`src/rtl/bpds_pkg.sv`:
```
// ----------------------------------------------------------------------------
// bpds_pkg
// Shared types, constants and helpers of the Blinn-Phong directional shader.
// ----------------------------------------------------------------------------
package bpds_pkg;

  localparam int unsigned CfgIdxW   = 3;
  localparam int unsigned CfgDataW  = 48;
  localparam int unsigned ExpW      = 16;
  localparam int unsigned OneQ14    = 16384;

  localparam logic [CfgIdxW-1:0] REG_LIGHT_DIR  = 3'd0;
  localparam logic [CfgIdxW-1:0] REG_LIGHT_COL  = 3'd1;
  localparam logic [CfgIdxW-1:0] REG_AMBIENT    = 3'd2;
  localparam logic [CfgIdxW-1:0] REG_DIFFUSE    = 3'd3;
  localparam logic [CfgIdxW-1:0] REG_SPECULAR   = 3'd4;
  localparam logic [CfgIdxW-1:0] REG_SPEC_EXP   = 3'd5;
  localparam logic [CfgIdxW-1:0] REG_EYE_DIR    = 3'd6;

  localparam logic [ExpW-1:0] SpecExpReset = 16'd256;

  typedef logic signed [15:0] q14_t;
  typedef q14_t [2:0] vec3_t;

  typedef struct packed {
    logic  busy;
    vec3_t light;
    vec3_t half;
  } setup_t;

  // Magnitude of a raw component; callers keep it within +/-32768.
  function automatic logic [15:0] mag17(input logic signed [16:0] c);
    logic [16:0] m;
    m = c[16] ? 17'(-c) : 17'(c);
    return m[15:0];
  endfunction

endpackage

```
`src/rtl/bpds_setup.sv`:
```
// ----------------------------------------------------------------------------
// bpds_setup
// Sequencer that normalizes the light, eye and half vectors after reset or a
// register write, with a bit-serial square root and restoring divider.
// ----------------------------------------------------------------------------
module bpds_setup import bpds_pkg::*; (
  input  logic        clk_i,
  input  logic        rst_ni,
  input  logic        restart_i,
  input  logic [47:0] light_dir_i,
  input  logic [47:0] eye_dir_i,
  output setup_t      setup_o
);

  typedef enum logic [4:0] {
    ST_IDLE = 5'b00001,
    ST_LOAD = 5'b00010,
    ST_SQR  = 5'b00100,
    ST_ROOT = 5'b01000,
    ST_DIV  = 5'b10000
  } state_e;

  localparam logic [1:0] VecLight = 2'd0;
  localparam logic [1:0] VecEye   = 2'd1;
  localparam logic [1:0] VecHalf  = 2'd2;

  state_e state_q, state_d;
  logic [1:0] vec_q, vec_d;
  logic [1:0] idx_q, idx_d;
  logic [5:0] cnt_q, cnt_d;

  logic signed [16:0] comp_q [3], comp_d [3];
  logic [31:0] sum_q, sum_d;
  logic [63:0] rv_q, rv_d, res_q, res_d, bit_q, bit_d;
  logic [43:0] num_q, num_d, quo_q, quo_d;
  logic [29:0] rem_q, rem_d;
  vec3_t lnorm_q, lnorm_d, enorm_q, enorm_d, hnorm_q, hnorm_d;

  logic [15:0] cur_mag;
  logic [31:0] sq;
  logic [31:0] sum_nx;
  logic [29:0] len;
  logic [30:0] rem_sh;
  logic [63:0] trial;
  logic [14:0] qsat;
  q14_t        qout;

  always_comb begin
    cur_mag = mag17(comp_q[idx_q]);
    sq      = 32'(cur_mag) * 32'(cur_mag);
    sum_nx  = sum_q + sq;
    len     = res_q[29:0];
    rem_sh  = {rem_q, num_q[43]};
    trial   = res_q + bit_q;
    qsat    = (quo_q > 44'(OneQ14)) ? 15'(OneQ14) : quo_q[14:0];
    if (len == '0) begin
      qout = '0;
    end else if (comp_q[idx_q] < 0) begin
      qout = -$signed({1'b0, qsat});
    end else begin
      qout = $signed({1'b0, qsat});
    end
  end

  always_comb begin
    state_d = state_q;
    vec_d   = vec_q;
    idx_d   = idx_q;
    cnt_d   = cnt_q;
    comp_d  = comp_q;
    sum_d   = sum_q;
    rv_d    = rv_q;
    res_d   = res_q;
    bit_d   = bit_q;
    num_d   = num_q;
    quo_d   = quo_q;
    rem_d   = rem_q;
    lnorm_d = lnorm_q;
    enorm_d = enorm_q;
    hnorm_d = hnorm_q;
    unique case (state_q)
      ST_IDLE: ;
      ST_LOAD: begin
        for (int i = 0; i < 3; i++) begin
          unique case (vec_q)
            VecLight: comp_d[i] = 17'($signed(light_dir_i[16*i +: 16]));
            VecEye:   comp_d[i] = -17'($signed(eye_dir_i[16*i +: 16]));
            default:  comp_d[i] = 17'(enorm_q[i]) + 17'(lnorm_q[i]);
          endcase
        end
        sum_d   = '0;
        idx_d   = '0;
        state_d = ST_SQR;
      end
      ST_SQR: begin
        sum_d = sum_nx;
        idx_d = idx_q + 2'd1;
        if (idx_q == 2'd2) begin
          rv_d    = {4'b0, sum_nx, 28'b0};
          res_d   = '0;
          bit_d   = 64'h4000_0000_0000_0000;
          cnt_d   = '0;
          state_d = ST_ROOT;
        end
      end
      ST_ROOT: begin
        if (rv_q >= trial) begin
          rv_d  = rv_q - trial;
          res_d = (res_q >> 1) + bit_q;
        end else begin
          res_d = res_q >> 1;
        end
        bit_d = bit_q >> 2;
        cnt_d = cnt_q + 6'd1;
        if (cnt_q == 6'd31) begin
          cnt_d   = '0;
          idx_d   = '0;
          state_d = ST_DIV;
        end
      end
      default: begin
        if (cnt_q == 6'd0) begin
          num_d = {cur_mag, 28'b0} + {15'b0, len[29:1]};
          rem_d = '0;
          quo_d = '0;
          cnt_d = 6'd1;
        end else if (cnt_q <= 6'd44) begin
          num_d = num_q << 1;
          if (rem_sh >= {1'b0, len}) begin
            rem_d = 30'(rem_sh - {1'b0, len});
            quo_d = {quo_q[42:0], 1'b1};
          end else begin
            rem_d = rem_sh[29:0];
            quo_d = {quo_q[42:0], 1'b0};
          end
          cnt_d = cnt_q + 6'd1;
        end else begin
          unique case (vec_q)
            VecLight: lnorm_d[idx_q] = qout;
            VecEye:   enorm_d[idx_q] = qout;
            default:  hnorm_d[idx_q] = qout;
          endcase
          cnt_d = '0;
          idx_d = idx_q + 2'd1;
          if (idx_q == 2'd2) begin
            if (vec_q == VecHalf) begin
              state_d = ST_IDLE;
            end else begin
              vec_d   = vec_q + 2'd1;
              state_d = ST_LOAD;
            end
          end
        end
      end
    endcase
    // restart the whole pass on any register write
    if (restart_i) begin
      state_d = ST_LOAD;
      vec_d   = VecLight;
    end
  end

  always_ff @(posedge clk_i or negedge rst_ni) begin
    if (!rst_ni) begin
      state_q <= ST_LOAD;
      vec_q   <= VecLight;
      idx_q   <= '0;
      cnt_q   <= '0;
    end else begin
      state_q <= state_d;
      vec_q   <= vec_d;
      idx_q   <= idx_d;
      cnt_q   <= cnt_d;
    end
  end

  always_ff @(posedge clk_i) begin
    comp_q  <= comp_d;
    sum_q   <= sum_d;
    rv_q    <= rv_d;
    res_q   <= res_d;
    bit_q   <= bit_d;
    num_q   <= num_d;
    quo_q   <= quo_d;
    rem_q   <= rem_d;
    lnorm_q <= lnorm_d;
    enorm_q <= enorm_d;
    hnorm_q <= hnorm_d;
  end

  assign setup_o.busy  = (state_q != ST_IDLE);
  assign setup_o.light = lnorm_q;
  assign setup_o.half  = hnorm_q;

endmodule

```
`config.mk`:
```
export PLATFORM = sky130hd
export DESIGN_NAME = bpds_setup
export DESIGN_NICKNAME = d
export VERILOG_FILES = /design/src/rtl/bpds_pkg.sv /design/src/rtl/bpds_setup.sv
export SDC_FILE = /design/constraint.sdc
export NUM_CORES = 2
export LEC_CHECK = 0
export ABC_AREA = 1
export BUFFER_PORTS_ARGS = -buffer_cell sky130_fd_sc_hd__clkbuf_2
export CAP_MARGIN = 20
export CORE_AREA = 2 2 292 294
export CTS_BUF_LIST = sky130_fd_sc_hd__clkbuf_4
export CTS_CLUSTER_SIZE = 28
export DETAILED_ROUTE_END_ITERATION = 10
export DIE_AREA = 0 0 294 296
export PLACE_DENSITY = 0.72
export SETUP_SLACK_MARGIN = 0.1
export SLEW_MARGIN = 30
export SYNTH_ARGS = -nofsm -noshare
export SYNTH_HDL_FRONTEND = slang
export SYNTH_SLANG_ARGS = --single-unit
```
`constraint.sdc`:
```
create_clock -name clk_i -period 9.6 [get_ports clk_i]
set_clock_uncertainty 0.1 [all_clocks]
set_input_delay 1.44 -clock clk_i [delete_from_list [all_inputs] [get_ports clk_i]]
set_output_delay 1.44 -clock clk_i [all_outputs]
set_load 0.02 [all_outputs]
```
==> out/results.txt <==
I/O pins -> 196
Crit Path Category -> flop to flop
Top FF cell, synth -> edfxtp_1
GRT Util Overall -> 0.323
Commonest non-fill, non-tap cell in the layout -> nand2_1
Data required time of the worst path -> 10.33 ns
Finished Core Util -> 0.592
Yosys warning count -> 0
RSZ-0062 raised after global routing -> no
First-pass GRT wire length -> 217000 um
Mapped Area -> 0.0457 mm2
GRT Max-Usage Layer -> met2
R2r setup slk -> 0.69 ns
Slowest cell on crit path -> fa_1
Post-synth EDFFs -> 505
DRT antenna net count -> 0
Vias per inst -> 5.59
Max_slew headroom -> 0.262
IO Port Bufs -> 195
CP Capture Type -> flop
Hpwl dp -> 111000 um
Num CTS Buffers -> 149
Core ar. -> 0.0842 mm2
RR Startpoint -> idx_q[0]$_DFFE_PN0P_
Cells after Synth -> 5853
Worst-Skew Late Latency -> 1.11 ns
Status -> completed
Max Freq -> 112 MHz
Initial Util -> 0.542
Num rows -> 107
Maxcap violations -> 0
Setup TNS -> 0 ns
Total number of clock tree sinks -> 520
Die width -> 294 um
Final WL -> 141000 um
Dpl cells -> 7073
Root Driver -> clkbuf_4
Layout cells sized above 1 -> 0.0963
Met3 usage -> 0.0602
Register bit total from synthesis -> 520
Net count, final -> 6754
Vias in the first global route -> 39.7k
Asr flop ratio synth -> 0.0288
Reg clk slew, reported paths -> 0.07 ns
Met2 GRT Util -> 0.510
H-tree levels -> 4
Critical Path Start Type -> flop
Crit Path Max Fanout -> 22
Slew @ Worst Pin -> 1.10 ns
Critical Path AT -> 9.64 ns
Slew Viols, Final -> 0
CTS tree -> done
Die area -> 0.0870 mm2
DRC -> 0
Routed len/inst -> 19.2 um
Synth-to-layout area growth -> 9.09%
Final hold violations -> 0
Layout Cells excl Fill -> 7350
Die height -> 296 um
Placer Congestion -> 0.986
Cts hold-fix bufs -> 0
Final-report setup violation count -> 0
Fin crit period -> 8.91 ns
Hold Crit Class -> primary input to asynchronous set/reset pin
Largest net degree at the start of global routing -> 103
Starting DRT DRC Count -> 3744
Routed via count -> 41.1k
Synth Area per Inst -> 7.80 um2
Synth cell types -> 71
Syn Nets -> 6473
Grt total ovfl -> 0
Initial antenna violation count -> 7
Largest stage delay, worst path -> 0.55 ns
Final Cycle Share -> 0.928
Longest Clk Path Bufs -> 3
Drt pass-1 iters -> 6
M1 GR Usage -> 0.442
Sequential fraction of the synthesis area -> 0.340
Critical path origin -> idx_q[0]$_DFFE_PN0P_
Most frequent cells in the layout -> 1163 x nand2_1, 1046 x inv_1, 656 x nor2_1
## synthesized netlist by cell type, types with 28 or more instances
cell type,count,area (um2)
fa_1,199,3980
or2_2,30,188
buf_2,28,140
o21ai_0,423,2120
nand2_1,1164,4370
nor3_1,65,325
xnor2_1,70,613
nor2_1,663,2490
nand4_1,42,263
inv_1,1046,3930
o21bai_1,30,225
edfxtp_1,505,15200
a21o_1,30,225
ha_1,322,4030
xor2_1,95,832
nand3_1,287,1440
a21oi_1,416,2080
clkbuf_1,61,229
nor4_1,30,188
## metrics by stage
step	hold slack (ns)	instance area [um2]	setup slack, ns
after floorplan	0.387	45700	1.93
after global placement	0.403	47900	0.907
after detailed placement	0.411	47900	0.688
after CTS	0.0682	49800	0.659
after global routing	0.106	49800	0.207
final	0.156	49800	0.688
## final cells by class
cell class	count	area, um2
clock inverter	75	458
tap	1090	1360
multi-input combinational	4158	25700
clock buffer	192	1440
sequential	520	15500
timing repair buffer	235	1300
antenna	10	25.0
fill	7830	34400
inverter	1070	4030
## per-layer routing
metal | part of all wire | vias to the layer above
met5 | 0.00040 | -
met4 | 0.035 | 8
met3 | 0.083 | 280
met2 | 0.45 | 1618
met1 | 0.44 | 19300
li1 | - | 19900
## flip-flops by register name, indices dropped and copies added, names as in the netlist
name,cells
comp_q,51
idx_q,2
setup_o,96
bit_q,32
quo_q,44
state_q,5
vec_q,2
num_q,44
enorm_q,48
sum_q,32
cnt_q,6
rem_q,30
res_q,64
rv_q,64
## kinds of logic (layout without fill, tap and decap cells)
kind of cell / Yosys count / count (layout) / synth area share
XOR/XNOR: 165 / 165 / 0.0316
adder cells (fa/ha/maj): 521 / 521 / 0.175
AND/OR/NAND/NOR: 2387 / 2387 / 0.221
buffers and inverters: 1175 / 1572 / 0.0993
AO/OA/AOI/OAI: 1083 / 1083 / 0.132
flip-flops: 520 / 520 / 0.340
multiplexers: 2 / 2 / 0.000438
other: 0 / 10 / 0
## critical path: cells and delay by family, from the launching register on
family	cells	cell delay, ns
flip-flops	1	0.36
AO/OA/AOI/OAI	3	0.81
AND/OR/NAND/NOR	15	2.09
adder cells (fa/ha/maj)	8	3.82
buffers and inverters	9	1.49
## timing repair
action,CTS,global route
resized for setup,0,1
endpoints found under the hold margin,0,0
setup endpoints to repair,0,4
buffers inserted,0,0
## path summary, 6_finish.rpt
check	end	cells after the start
worst max-delay path	rv_q[56]$_DFFE_PP_	35
worst min-delay path	cnt_q[2]$_DFFE_PN0P_	1
worst max register to register	rv_q[56]$_DFFE_PP_	35
worst min register to register	num_q[34]$_DFFE_PP_	2
max in group asynchronous	idx_q[0]$_DFFE_PN0P_	1
min in group clk_i	num_q[34]$_DFFE_PP_	2
Power is left out: the tool's default activity adds up to more than one toggle a clock period on the data nets, which glitch-free logic cannot reach.
